--- config.mk ---
export PLATFORM = sky130hd
export DESIGN_NAME = pwm_gas_sensor_ppm_meter_flat
export DESIGN_NICKNAME = d
export VERILOG_FILES = /design/src/pgpm_pkg.sv /design/src/pgpm_in_if.sv /design/src/pgpm_out_if.sv /design/src/pgpm_cfg_regs.sv /design/src/pwm_gas_sensor_ppm_meter.sv /design/src/flat_wrapper.sv
export SDC_FILE = /design/constraint.sdc
export NUM_CORES = 1
export LEC_CHECK = 0
export ABC_AREA = 1
export BUFFER_PORTS_ARGS = -buffer_cell sky130_fd_sc_hd__buf_4
export CAP_MARGIN = 20
export CORE_MARGIN = 2
export CORE_UTILIZATION = 45
export DETAILED_ROUTE_END_ITERATION = 8
export PLACE_DENSITY = 0.69
export RECOVER_POWER = 100
export SETUP_SLACK_MARGIN = 0.2
export SKIP_LAST_GASP = 1
export SYNTH_ARGS = -nofsm -noshare
export SYNTH_HDL_FRONTEND = slang
export SYNTH_SLANG_ARGS = --single-unit
--- constraint.sdc ---
create_clock -name clk -period 5.48 [get_ports clk]
set_input_delay 1.096 -clock clk [delete_from_list [all_inputs] [get_ports clk]]
set_output_delay 1.096 -clock clk [all_outputs]
set_load 0.01 [all_outputs]
--- src/pgpm_pkg.sv ---
// Package for the PWM gas sensor ppm meter: sizes, operation codes,
// register indexes and the configuration struct.
// No dependencies.
package pgpm_pkg;

  // Width of the window tick and high-sample counters
  localparam int COUNT_BITS = 11;
  localparam int TICK_W     = COUNT_BITS + 1;
  localparam int PROD_W     = COUNT_BITS + 4;
  localparam logic [COUNT_BITS-1:0] CNT_MAX = {COUNT_BITS{1'b1}};

  localparam int PPM_W   = 16;
  localparam int FAULT_W = 8;
  localparam int IDX_W   = 3;
  localparam int DATA_W  = 16;

  typedef enum logic [1:0] {
    OP_TICK  = 2'd0,
    OP_READ  = 2'd1,
    OP_START = 2'd2,
    OP_STOP  = 2'd3
  } op_t;

  // Register indexes
  localparam logic [IDX_W-1:0] REG_WINDOW_LAST   = 3'd0;
  localparam logic [IDX_W-1:0] REG_COUNT_OFFSET  = 3'd1;
  localparam logic [IDX_W-1:0] REG_PPM_PER_COUNT = 3'd2;
  localparam logic [IDX_W-1:0] REG_PPM_FLOOR     = 3'd3;
  localparam logic [IDX_W-1:0] REG_FAULT_STOP    = 3'd4;
  localparam logic [IDX_W-1:0] REG_FAULT_RESTART = 3'd5;

  typedef struct packed {
    logic [10:0]        window_last_tick;
    logic [7:0]         count_offset;
    logic [3:0]         ppm_per_count;
    logic [PPM_W-1:0]   ppm_floor;
    logic [FAULT_W-1:0] fault_stop_count;
    logic [FAULT_W-1:0] fault_restart_count;
  } cfg_t;

endpackage

--- src/pgpm_in_if.sv ---
// Input channel: one operation beat with its sampled pin level.
// Depends on pgpm_pkg.
interface pgpm_in_if;
  logic          valid;
  logic          ready;
  pgpm_pkg::op_t operation;
  logic          pin_level;

  modport source (output valid, output operation, output pin_level, input ready);
  modport sink   (input valid, input operation, input pin_level, output ready);
endinterface

--- src/pgpm_out_if.sv ---
// Result channel: ppm reading, sensor supply and fault run after each beat.
// Depends on pgpm_pkg.
interface pgpm_out_if;
  logic                          valid;
  logic                          ready;
  logic [pgpm_pkg::PPM_W-1:0]    ppm_value;
  logic                          sensor_power;
  logic [pgpm_pkg::FAULT_W-1:0]  fault_level;

  modport source (output valid, output ppm_value, output sensor_power,
                  output fault_level, input ready);
  modport sink   (input valid, input ppm_value, input sensor_power,
                  input fault_level, output ready);
endinterface

--- src/pgpm_cfg_regs.sv ---
// Configuration register file of the ppm meter, written through a plain
// write port. Depends on pgpm_pkg.
module pgpm_cfg_regs (
  input  logic                         clk,
  input  logic                         rst,
  input  logic                         write_enable,
  input  logic [pgpm_pkg::IDX_W-1:0]   reg_index,
  input  logic [pgpm_pkg::DATA_W-1:0]  write_data,
  output pgpm_pkg::cfg_t               cfg
);

  // Load reset values, then take writes by index
  always_ff @(posedge clk) begin
    if (rst) begin
      cfg.window_last_tick    <= 11'd1003;
      cfg.count_offset        <= 8'd2;
      cfg.ppm_per_count       <= 4'd5;
      cfg.ppm_floor           <= 16'd300;
      cfg.fault_stop_count    <= 8'd11;
      cfg.fault_restart_count <= 8'd21;
    end else if (write_enable) begin
      case (reg_index)
        pgpm_pkg::REG_WINDOW_LAST:   cfg.window_last_tick    <= write_data[10:0];
        pgpm_pkg::REG_COUNT_OFFSET:  cfg.count_offset        <= write_data[7:0];
        pgpm_pkg::REG_PPM_PER_COUNT: cfg.ppm_per_count       <= write_data[3:0];
        pgpm_pkg::REG_PPM_FLOOR:     cfg.ppm_floor           <= write_data[15:0];
        pgpm_pkg::REG_FAULT_STOP:    cfg.fault_stop_count    <= write_data[7:0];
        pgpm_pkg::REG_FAULT_RESTART: cfg.fault_restart_count <= write_data[7:0];
        default: ;
      endcase
    end
  end

endmodule

--- src/pwm_gas_sensor_ppm_meter.sv ---
// Top level of the PWM gas sensor ppm meter: input register, state update
// and result register. Depends on pgpm_pkg, pgpm_in_if, pgpm_out_if and
// pgpm_cfg_regs.
//
//   port          dir   handshake       payload
//   items         sink  valid/ready     operation, pin_level
//   results       src   valid/ready     ppm_value, sensor_power, fault_level
//   write_enable  in    none            reg_index, write_data
//
// One beat per cycle sustained while results is not stalled. A beat is held in
// the input register, where the state update and the scaling multiply are
// done, and then leaves from the result register. Reset is synchronous and
// clears the state and the valid bits. A stall on results holds the result
// register, and a full input register holds and drops ready on items.
module pwm_gas_sensor_ppm_meter (
  input  logic                         clk,
  input  logic                         rst,
  input  logic                         write_enable,
  input  logic [pgpm_pkg::IDX_W-1:0]   reg_index,
  input  logic [pgpm_pkg::DATA_W-1:0]  write_data,
  pgpm_in_if.sink                      items,
  pgpm_out_if.source                   results
);

  localparam int CB = pgpm_pkg::COUNT_BITS;
  localparam int TW = pgpm_pkg::TICK_W;
  localparam int PW = pgpm_pkg::PROD_W;

  pgpm_pkg::cfg_t cfg;

  pgpm_cfg_regs u_cfg (
    .clk          (clk),
    .rst          (rst),
    .write_enable (write_enable),
    .reg_index    (reg_index),
    .write_data   (write_data),
    .cfg          (cfg)
  );

  // Input register
  logic          in_vld;
  pgpm_pkg::op_t in_op;
  logic          in_pin;

  // Meter state
  logic [CB-1:0]                window_ticks, window_ticks_next;
  logic [CB-1:0]                high_samples, high_samples_next;
  logic [pgpm_pkg::PPM_W-1:0]   ppm_reading, ppm_reading_next;
  logic [pgpm_pkg::FAULT_W-1:0] fault_run, fault_run_next;
  logic                         running, running_next;

  // Result register
  logic                         out_vld;
  logic [pgpm_pkg::PPM_W-1:0]   out_ppm;
  logic                         out_power;
  logic [pgpm_pkg::FAULT_W-1:0] out_fault;

  logic advance;
  assign advance     = in_vld && (!out_vld || results.ready);
  assign items.ready = !in_vld || advance;

  // Tick datapath
  logic [TW-1:0]                tick_inc;
  logic [CB-1:0]                high_inc;
  logic                         window_close;
  logic [CB-1:0]                high_net;
  logic [PW-1:0]                prod;
  logic [pgpm_pkg::PPM_W-1:0]   ppm_new;
  logic [pgpm_pkg::FAULT_W-1:0] fault_inc;

  always_comb begin
    tick_inc = {1'b0, window_ticks} + TW'(1);
    high_inc = (in_pin && (high_samples != pgpm_pkg::CNT_MAX))
               ? high_samples + CB'(1) : high_samples;
    window_close = (tick_inc > TW'(cfg.window_last_tick)) || tick_inc[CB];
    // Clamp to zero at or below offset, saturate above 16 bits
    if (high_inc > CB'(cfg.count_offset)) high_net = high_inc - CB'(cfg.count_offset);
    else high_net = '0;
    prod = PW'(high_net) * PW'(cfg.ppm_per_count);
    if (32'(prod) > 32'h0000_FFFF) ppm_new = '1;
    else ppm_new = pgpm_pkg::PPM_W'(prod);
    fault_inc = (fault_run != '1) ? fault_run + pgpm_pkg::FAULT_W'(1) : fault_run;
  end

  // Next state for the beat in the input register
  always_comb begin
    window_ticks_next = window_ticks;
    high_samples_next = high_samples;
    ppm_reading_next  = ppm_reading;
    fault_run_next    = fault_run;
    running_next      = running;
    case (in_op)
      pgpm_pkg::OP_TICK: begin
        if (running) begin
          if (window_close) begin
            ppm_reading_next  = ppm_new;
            window_ticks_next = '0;
            high_samples_next = '0;
          end else begin
            window_ticks_next = tick_inc[CB-1:0];
            high_samples_next = high_inc;
          end
        end
      end
      pgpm_pkg::OP_READ: begin
        if (ppm_reading < cfg.ppm_floor) begin
          fault_run_next = fault_inc;
          if (fault_inc == cfg.fault_stop_count) begin
            running_next     = 1'b0;
            ppm_reading_next = '0;
          end else if (fault_inc >= cfg.fault_restart_count) begin
            running_next      = 1'b1;
            window_ticks_next = '0;
            high_samples_next = '0;
            ppm_reading_next  = '0;
            fault_run_next    = '0;
          end
        end else begin
          fault_run_next = '0;
        end
      end
      pgpm_pkg::OP_START: begin
        running_next      = 1'b1;
        window_ticks_next = '0;
        high_samples_next = '0;
        ppm_reading_next  = '0;
        fault_run_next    = '0;
      end
      default: begin
        running_next     = 1'b0;
        ppm_reading_next = '0;
      end
    endcase
  end

  // Capture beats, update state, load results
  always_ff @(posedge clk) begin
    if (rst) begin
      in_vld       <= 1'b0;
      out_vld      <= 1'b0;
      window_ticks <= '0;
      high_samples <= '0;
      ppm_reading  <= '0;
      fault_run    <= '0;
      running      <= 1'b0;
    end else begin
      if (items.valid && items.ready) begin
        in_vld <= 1'b1;
        in_op  <= items.operation;
        in_pin <= items.pin_level;
      end else if (advance) begin
        in_vld <= 1'b0;
      end

      if (advance) begin
        window_ticks <= window_ticks_next;
        high_samples <= high_samples_next;
        ppm_reading  <= ppm_reading_next;
        fault_run    <= fault_run_next;
        running      <= running_next;
        out_vld      <= 1'b1;
        out_ppm      <= ppm_reading_next;
        out_power    <= running_next;
        out_fault    <= fault_run_next;
      end else if (results.ready) begin
        out_vld <= 1'b0;
      end
    end
  end

  assign results.valid        = out_vld;
  assign results.ppm_value    = out_ppm;
  assign results.sensor_power = out_power;
  assign results.fault_level  = out_fault;

endmodule
--- src/flat_wrapper.sv ---
// flat-port wrapper written by rule: the top's interface ports become plain ports
module pwm_gas_sensor_ppm_meter_flat 
  (clk, rst, write_enable, reg_index, write_data, items_valid, items_operation, items_pin_level, items_ready, results_valid, results_ppm_value, results_sensor_power, results_fault_level, results_ready);
  pgpm_in_if items_i ();
  pgpm_out_if results_i ();
  input  logic clk;
  input  logic rst;
  input  logic write_enable;
  input  logic [pgpm_pkg::IDX_W-1:0] reg_index;
  input  logic [pgpm_pkg::DATA_W-1:0] write_data;
  input wire logic [$bits(items_i.valid)-1:0] items_valid;
  input wire logic [$bits(items_i.operation)-1:0] items_operation;
  input wire logic [$bits(items_i.pin_level)-1:0] items_pin_level;
  output wire logic [$bits(items_i.ready)-1:0] items_ready;
  output wire logic [$bits(results_i.valid)-1:0] results_valid;
  output wire logic [$bits(results_i.ppm_value)-1:0] results_ppm_value;
  output wire logic [$bits(results_i.sensor_power)-1:0] results_sensor_power;
  output wire logic [$bits(results_i.fault_level)-1:0] results_fault_level;
  input wire logic [$bits(results_i.ready)-1:0] results_ready;
  assign items_i.valid = items_valid;
  assign items_i.operation = items_operation;
  assign items_i.pin_level = items_pin_level;
  assign items_ready = items_i.ready;
  assign results_valid = results_i.valid;
  assign results_ppm_value = results_i.ppm_value;
  assign results_sensor_power = results_i.sensor_power;
  assign results_fault_level = results_i.fault_level;
  assign results_i.ready = results_ready;
  pwm_gas_sensor_ppm_meter u_core (.clk(clk), .rst(rst), .write_enable(write_enable), .reg_index(reg_index), .write_data(write_data), .items(items_i), .results(results_i));
endmodule
==> flow_summary.yaml, run 1 <==
sta:
  worstMarginPinSlew_ns: 1.256
  max_slew_margin_pct: 16.28
  final-max-slew-violation-count: 0
  worst_slack_ns: -0.2229
  hold_viol: 0
  hold_slack_ns: 0.4606
  fin_setup_tns_ns: -0.6647
  rsz0062_at_grt: "true"
  fin_crit_sh_pct: 104.1
  max_clock_freq_mhz: 175.4
  setup_viol: 11
  fin_skew_ns: 0.009511
  post-route-min-period_ns: 5.703
placed_design:
  dpl.hpwl_um: 17000
  globalplace.congestion: 0.8836
  placed_cell_area_um2: 9960
  numPortBuffers: 53
finish:
  syn_to_final_growth_pct: 29.60
  num_antenna_cells: 0
  final_cell_mix: "nand2_1, inv_1, buf_4"
  drive_above_1_share_pct: 24.09
  final_common_cell: "nand2_1"
  multi_input_area_um2: 5548
  fill_cells: 1661
  fin_nets: 1451
  final_area_um2: 11340
  seqCellArea_um2: 2925
critical_path:
  cp_max_fo: 4
  end_kind: "flop"
  reg2regPathDepth: 45
  slowest_stage: "dfxtp_2"
  path_class: "flop to flop"
  required_ns: 5.83
  max_stage_delay_ns: 0.35
  cp.arrival_ns: 6.05
  start_kind: "flop"
  crit_path_frequent_cell: "buf_4"
pwr:
  ir_worst_vdd_mv: 0.3525
  p_int_mw: 1.920
  p_switching_uw: 726.4
  p_per_area_nw_per_um2: 233.4
  clockPowerShare_pct: 45.0
  p_leak_nw: 5.265
  comb_power_share_pct: 15.0
  p_seq_share_pct: 39.9
  power.total_mw: 2.646
  p_sw_share_pct: 27.45
die:
  die_area_um2: 20570
  fp.dieH_um: 143.4
  start_util_pct: 46.30
  core.rowCount: 50
  fp.dieW_um: 143.4
  ios: 54
  coreArea_um2: 18890
yosys:
  syn_area_um2: 8747
  synth_cell_type_count: 43
  ys_ff_latch: 132
  muxShareOfSynthArea_pct: 0
  synth-adder-area-share_pct: 14.22
  synth_xor_area_share_pct: 2.990
  synth-compound-area-share_pct: 12.16
  syn_avg_cell_area_um2: 7.375
  seq_area_frac_synth_pct: 33.41
  synth_async_sr_flop_share_pct: 0
  synth_top_family_by_area: "simple AND/OR/NAND/NOR gates"
  netlist.area_leader.share_pct: 23.80
  synth_area_leaders: "dfxtp_1, ha_1, edfxtp_1"
  synth_warnings: 0
  ys.flop_type: "dfxtp_1"
  synthCells: 1186
  yosysTopAreaCell: "dfxtp_1"
  synth-edff-count: 28
  yosys.area_share.simple_pct: 26.92
  syn_nets: 1301
min_path:
  worstHoldPathType: "flop to flop"
  holdPathStages: 2
clock_tree:
  cts_buffer_depth: 2
  cts.reportedPaths.clkPinSlew_ns: 0.06
  ctsHoldBuffers: 0
  h-tree-depth: 4
  clock_latency_ns: 0.43
  clock_sinks: 132
  cts_tree: "built"
  root_buffer: "clkbuf_16"
  cts_buffers: 17
routing:
  drt_iter0_markers: 655
  via_per_inst: 5.219
  remaining_drc_errors: 0
  wl_per_cell_um: 15.77
  via_count: 8398
  wl_um: 25370
  ant_nets: 0
  drt_first_pass_iters: 5
global_routing:
  grt_usage_pct: 24.65
  antenna_found_initial: 0
  grt_overflow: 0
  grt_pass1_vias: 8043
  grt_max_degree: 55
  grt_first_pass_wirelength_um: 39720
run_status:
  status: "finished with violations"
  violations: "negative setup slack"
job:
  maxCapViolCount: 0
==> state kept, by name, indices dropped and copies added (netlist names) <==
signal,count
u_core.high_samples,11
u_core.ppm_reading,16
u_core.results.ppm_value,16
u_core.window_ticks,11
u_core.in_op,2
u_core.results.valid,1
u_core.in_vld,1
u_core.fault_run,8
u_core.u_cfg.cfg,55
u_core.running,1
u_core.results.sensor_power,1
u_core.in_pin,1
u_core.results.fault_level,8
==> metal layers <==
metal  GRT usage, %  share of wire, %  vias up
met3          4.299               4.8       50
met2          41.33                48      253
li1               -                 -     4152
met5              0                 0        -
met4          7.018               2.0        0
met1          32.69                45     3943
==> worst paths after layout <==
path | from | end | slack, ns
worst max-delay path | u_core.high_samples[1] | u_core.high_samples[0] | -0.22
worst min register to register | u_core.u_cfg.cfg[27] | u_core.u_cfg.cfg[27] | 0.46
worst max register to register | u_core.high_samples[1] | u_core.high_samples[0] | -0.22
worst min-delay path | u_core.u_cfg.cfg[27] | u_core.u_cfg.cfg[27] | 0.46
==> power by group through the flow <==
stage / sequential, mW / clock (mW) / combinational, mW
final: 1.06 / 1.19 / 0.398
after global routing: 1.06 / 1.26 / 0.437
after CTS: 1.06 / 1.20 / 0.386
after detailed placement: 1.08 / 0 / 0.345
after global placement: 1.08 / 0 / 0.336
after floorplan: 1.07 / 0 / 0.232
==> cell type report <==
class | instances | area share [%]
Clock inverter | 10 | 1.049
Sequential cell | 132 | 25.81
Timing Repair Buffer | 165 | 10.38
Tap cell | 260 | 2.870
Inverter | 198 | 6.578
Multi-Input combinational cell | 822 | 48.94
Clock buffer | 22 | 4.382
==> timing repair <==
action | 4_1_cts | 5_1_grt
pin swaps | 76 | 45
cloned | 1 | 0
hold endpoints to repair | 0 | 0
gates resized for setup | 67 | 49
endpoints found under the setup margin | 20 | 23
buffers inserted | 52 | 8
==> cells in the mapped netlist (all sizes together) (2+ instances only) <==
| library cell | count |
|---|---|
| nand3 | 90 |
| o21a | 2 |
| edfxtp | 28 |
| nor2 | 129 |
| dfxtp | 104 |
| buf | 10 |
| nor3 | 11 |
| xnor2 | 4 |
| ha | 69 |
| nand2 | 225 |
| o211ai | 15 |
| nand4 | 30 |
| nor4 | 2 |
| inv | 195 |
| clkbuf | 25 |
| xor2 | 25 |
| o21bai | 2 |
| fa | 19 |
| nand3b | 6 |
| clkinv | 3 |
| or2 | 12 |
| o21ai | 72 |
| a21oi | 102 |
==> critical path: cells and delay by family (launching register included) <==
kind / cells / cell delay (ns)
flops: 1 / 0.35
buf+inv: 35 / 4.13
xor+xnor: 1 / 0.10
simple gates: 7 / 0.74
fa+ha+maj: 1 / 0.13
compound gates: 1 / 0.16
==> through the flow <==
stage / instances / setup WS, ns / util (%)
2_1_floorplan: 1186 / 0.1749 / -
5_1_grt: 1609 / -0.4645 / 60.00
3_3_place_gp: 1514 / -0.02920 / 52.57
6_report: 1609 / -0.2229 / 60.00
4_1_cts: 1600 / 0.04738 / 59.36
3_5_place_dp: 1515 / -0.1681 / 52.72
==> cell families after synthesis <==
kind of cell	after synthesis
DFF	132
xor gates and xnor gates	29
and+or+nand+nor	507
AOI/OAI and AO/OA	197
adders and majority gates	88
buffers and inverters	233
No activity file was read; power rests on OpenSTA's default activity.
==> run 2: changes to the inputs <==
- CORE_ASPECT_RATIO: not set -> 0.6
==> run 2 against run 1 <==
Combinational power shrank 2%. Worst setup slack better by 0.048 ns. Cell area is 0.89% lower. Flip-flop and latch count unchanged. Clock skew shrank 0.0011 ns. Register-to-register slack gained 0.05 ns. Via count about the same. Clock-buffer cell count decreased by 1. Critical endpoint is now u_core.results.ppm_value[9]. The run ends with max-capacitance violations, max-slew violations, negative setup slack left. First-iteration DRC count rose by 13%.
==> flow_summary.yaml, run 2 (synthesis gave the netlist of run 1 again) <==
run_status:
  status: "finished with violations"
  violations: "max-capacitance violations, max-slew violations, negative setup slack"
global_routing:
  grt_max_degree: 55
  grt_usage_pct: 25.26
  antenna_found_initial: 0
  grt_overflow: 0
  grt_first_pass_wirelength_um: 40490
  grt_pass1_vias: 7768
die:
  ios: 54
  core.rowCount: 39
  fp.dieW_um: 184.0
  start_util_pct: 45.96
  coreArea_um2: 19030
  die_area_um2: 20610
  fp.dieH_um: 112.0
critical_path:
  path_class: "flop to flop"
  end_kind: "flop"
  r2r_end: "u_core.results.ppm_value[9]"
  slowest_stage: "fa_1"
  required_ns: 5.75
  crit_path_frequent_cell: "buf_6"
  start_kind: "flop"
  cp.arrival_ns: 5.93
  cp_max_fo: 6
  r2r_start: "u_core.high_samples[0]"
  reg2regPathDepth: 35
  max_stage_delay_ns: 0.56
  reg2reg_slack_ns: -0.17
min_path:
  holdPathEnd: "u_core.u_cfg.cfg[17]"
  worstHoldPathType: "flop to flop"
  holdPathStages: 2
  hp-start: "u_core.u_cfg.cfg[17]"
finish:
  final_common_cell: "nand2_1"
  syn_to_final_growth_pct: 28.44
  final_cell_mix: "nand2_1, inv_1, nor2_1"
  fill_cells: 1717
  num_antenna_cells: 0
  largest_reg_flops: 55
  regMostFlops: "u_core.u_cfg.cfg"
  multi_input_area_um2: 5515
  drive_above_1_share_pct: 22.65
  seqCellArea_um2: 2925
  fin_nets: 1440
sta:
  post-route-min-period_ns: 5.655
  worst_slack_ns: -0.1746
  fin_crit_sh_pct: 103.2
  hold_slack_ns: 0.4572
  hold_viol: 0
  rsz0062_at_grt: "true"
  fin_setup_tns_ns: -1.948
  setup_viol: 16
  worstMarginPinSlew_ns: 1.871
  max_slew_margin_pct: -24.71
  final-max-slew-violation-count: 71
  max_clock_freq_mhz: 176.8
  fin_skew_ns: 0.008411
routing:
  drt_first_pass_iters: 5
  wl_um: 25860
  wl_per_cell_um: 16.33
  ant_nets: 0
  drt_iter0_markers: 738
  remaining_drc_errors: 0
  via_per_inst: 5.301
  via_count: 8397
clock_tree:
  root_buffer: "clkbuf_16"
  h-tree-depth: 4
  clock_sinks: 132
  cts_buffers: 17
  cts.reportedPaths.clkPinSlew_ns: 0.06
  ctsHoldBuffers: 0
  cts_tree: "built"
  cts_buffer_depth: 2
  clock_latency_ns: 0.42
pwr:
  ir_worst_vdd_mv: 0.2142
  power.total_mw: 2.662
  p_leak_nw: 5.200
  p_per_area_nw_per_um2: 236.9
placed_design:
  numPortBuffers: 53
  post-place-ws_ns: -0.1922
  globalplace.congestion: 0.9108
  dpl.hpwl_um: 18550
job:
  maxCapViolCount: 2
==> run 2: what timing repair did <==
item	in CTS	in global routing
gates cloned	1	0
setup buffers	28	4
pin swaps	67	52
setup endpoints to repair	20	24
resized for setup	49	56
==> run 2: worst max-delay path by stage <==
stage | start | depth (start not counted) | slack [ns] | endpoint
detailed placement | u_core.high_samples[0] | 36 | -0.19 | u_core.ppm_reading[14]
floorplan | u_core.high_samples[0] | 39 | 0.17 | u_core.ppm_reading[12]
global placement | u_core.high_samples[0] | 36 | -0.04 | u_core.ppm_reading[14]
CTS | u_core.high_samples[1] | 43 | -0.05 | u_core.ppm_reading[13]
global route | u_core.high_samples[0] | 37 | -0.51 | u_core.ppm_reading[14]
finish | u_core.high_samples[0] | 35 | -0.17 | u_core.results.ppm_value[9]
==> run 2: layout make-up <==
class | count | area share (%)
Timing Repair Buffer | 155 | 9.901
Clock inverter | 11 | 1.381
Tap cell | 246 | 2.740
Inverter | 198 | 6.660
Clock buffer | 21 | 4.188
Sequential cell | 132 | 26.04
Multi-Input combinational cell | 821 | 49.09
==> run 2: metal layers <==
| layer | global-route usage [%] | up-vias | wire length [um] |
|---|---|---|---|
| met1 | 38.72 | 3940 | 12740 |
| met2 | 35.80 | 310 | 10620 |
| li1 | - | 4116 | - |
| met3 | 5.921 | 31 | 2162 |
| met4 | 5.173 | 0 | 333 |
| met5 | 0 | - | 0 |
==> run 2: power by group <==
part / total [mW] / switching (mW) / internal [mW]
logic: 0.390 / 0.246 / 0.144
clock network: 1.22 / 0.424 / 0.791
registers: 1.06 / 0.0277 / 1.03
==> run 2: through the flow <==
step | instances | area [um2] | util [%]
6_report | 1584 | 11230 | 59.03
5_1_grt | 1584 | 11230 | 59.03
4_1_cts | 1579 | 11080 | 58.23
3_5_place_dp | 1518 | 10050 | 52.81
3_3_place_gp | 1518 | 10050 | 52.81
2_1_floorplan | 1186 | 9000 | -
==> run 2: critical path, delay by kind of cell (launching register included) <==
family,cells,cell delay (ns)
and+or+nand+nor,14,1.84
xor gates and xnor gates,1,0.13
buffers and inverters,15,1.56
DFF,1,0.35
AOI/OAI and AO/OA,1,0.07
adders and majority gates,4,1.54
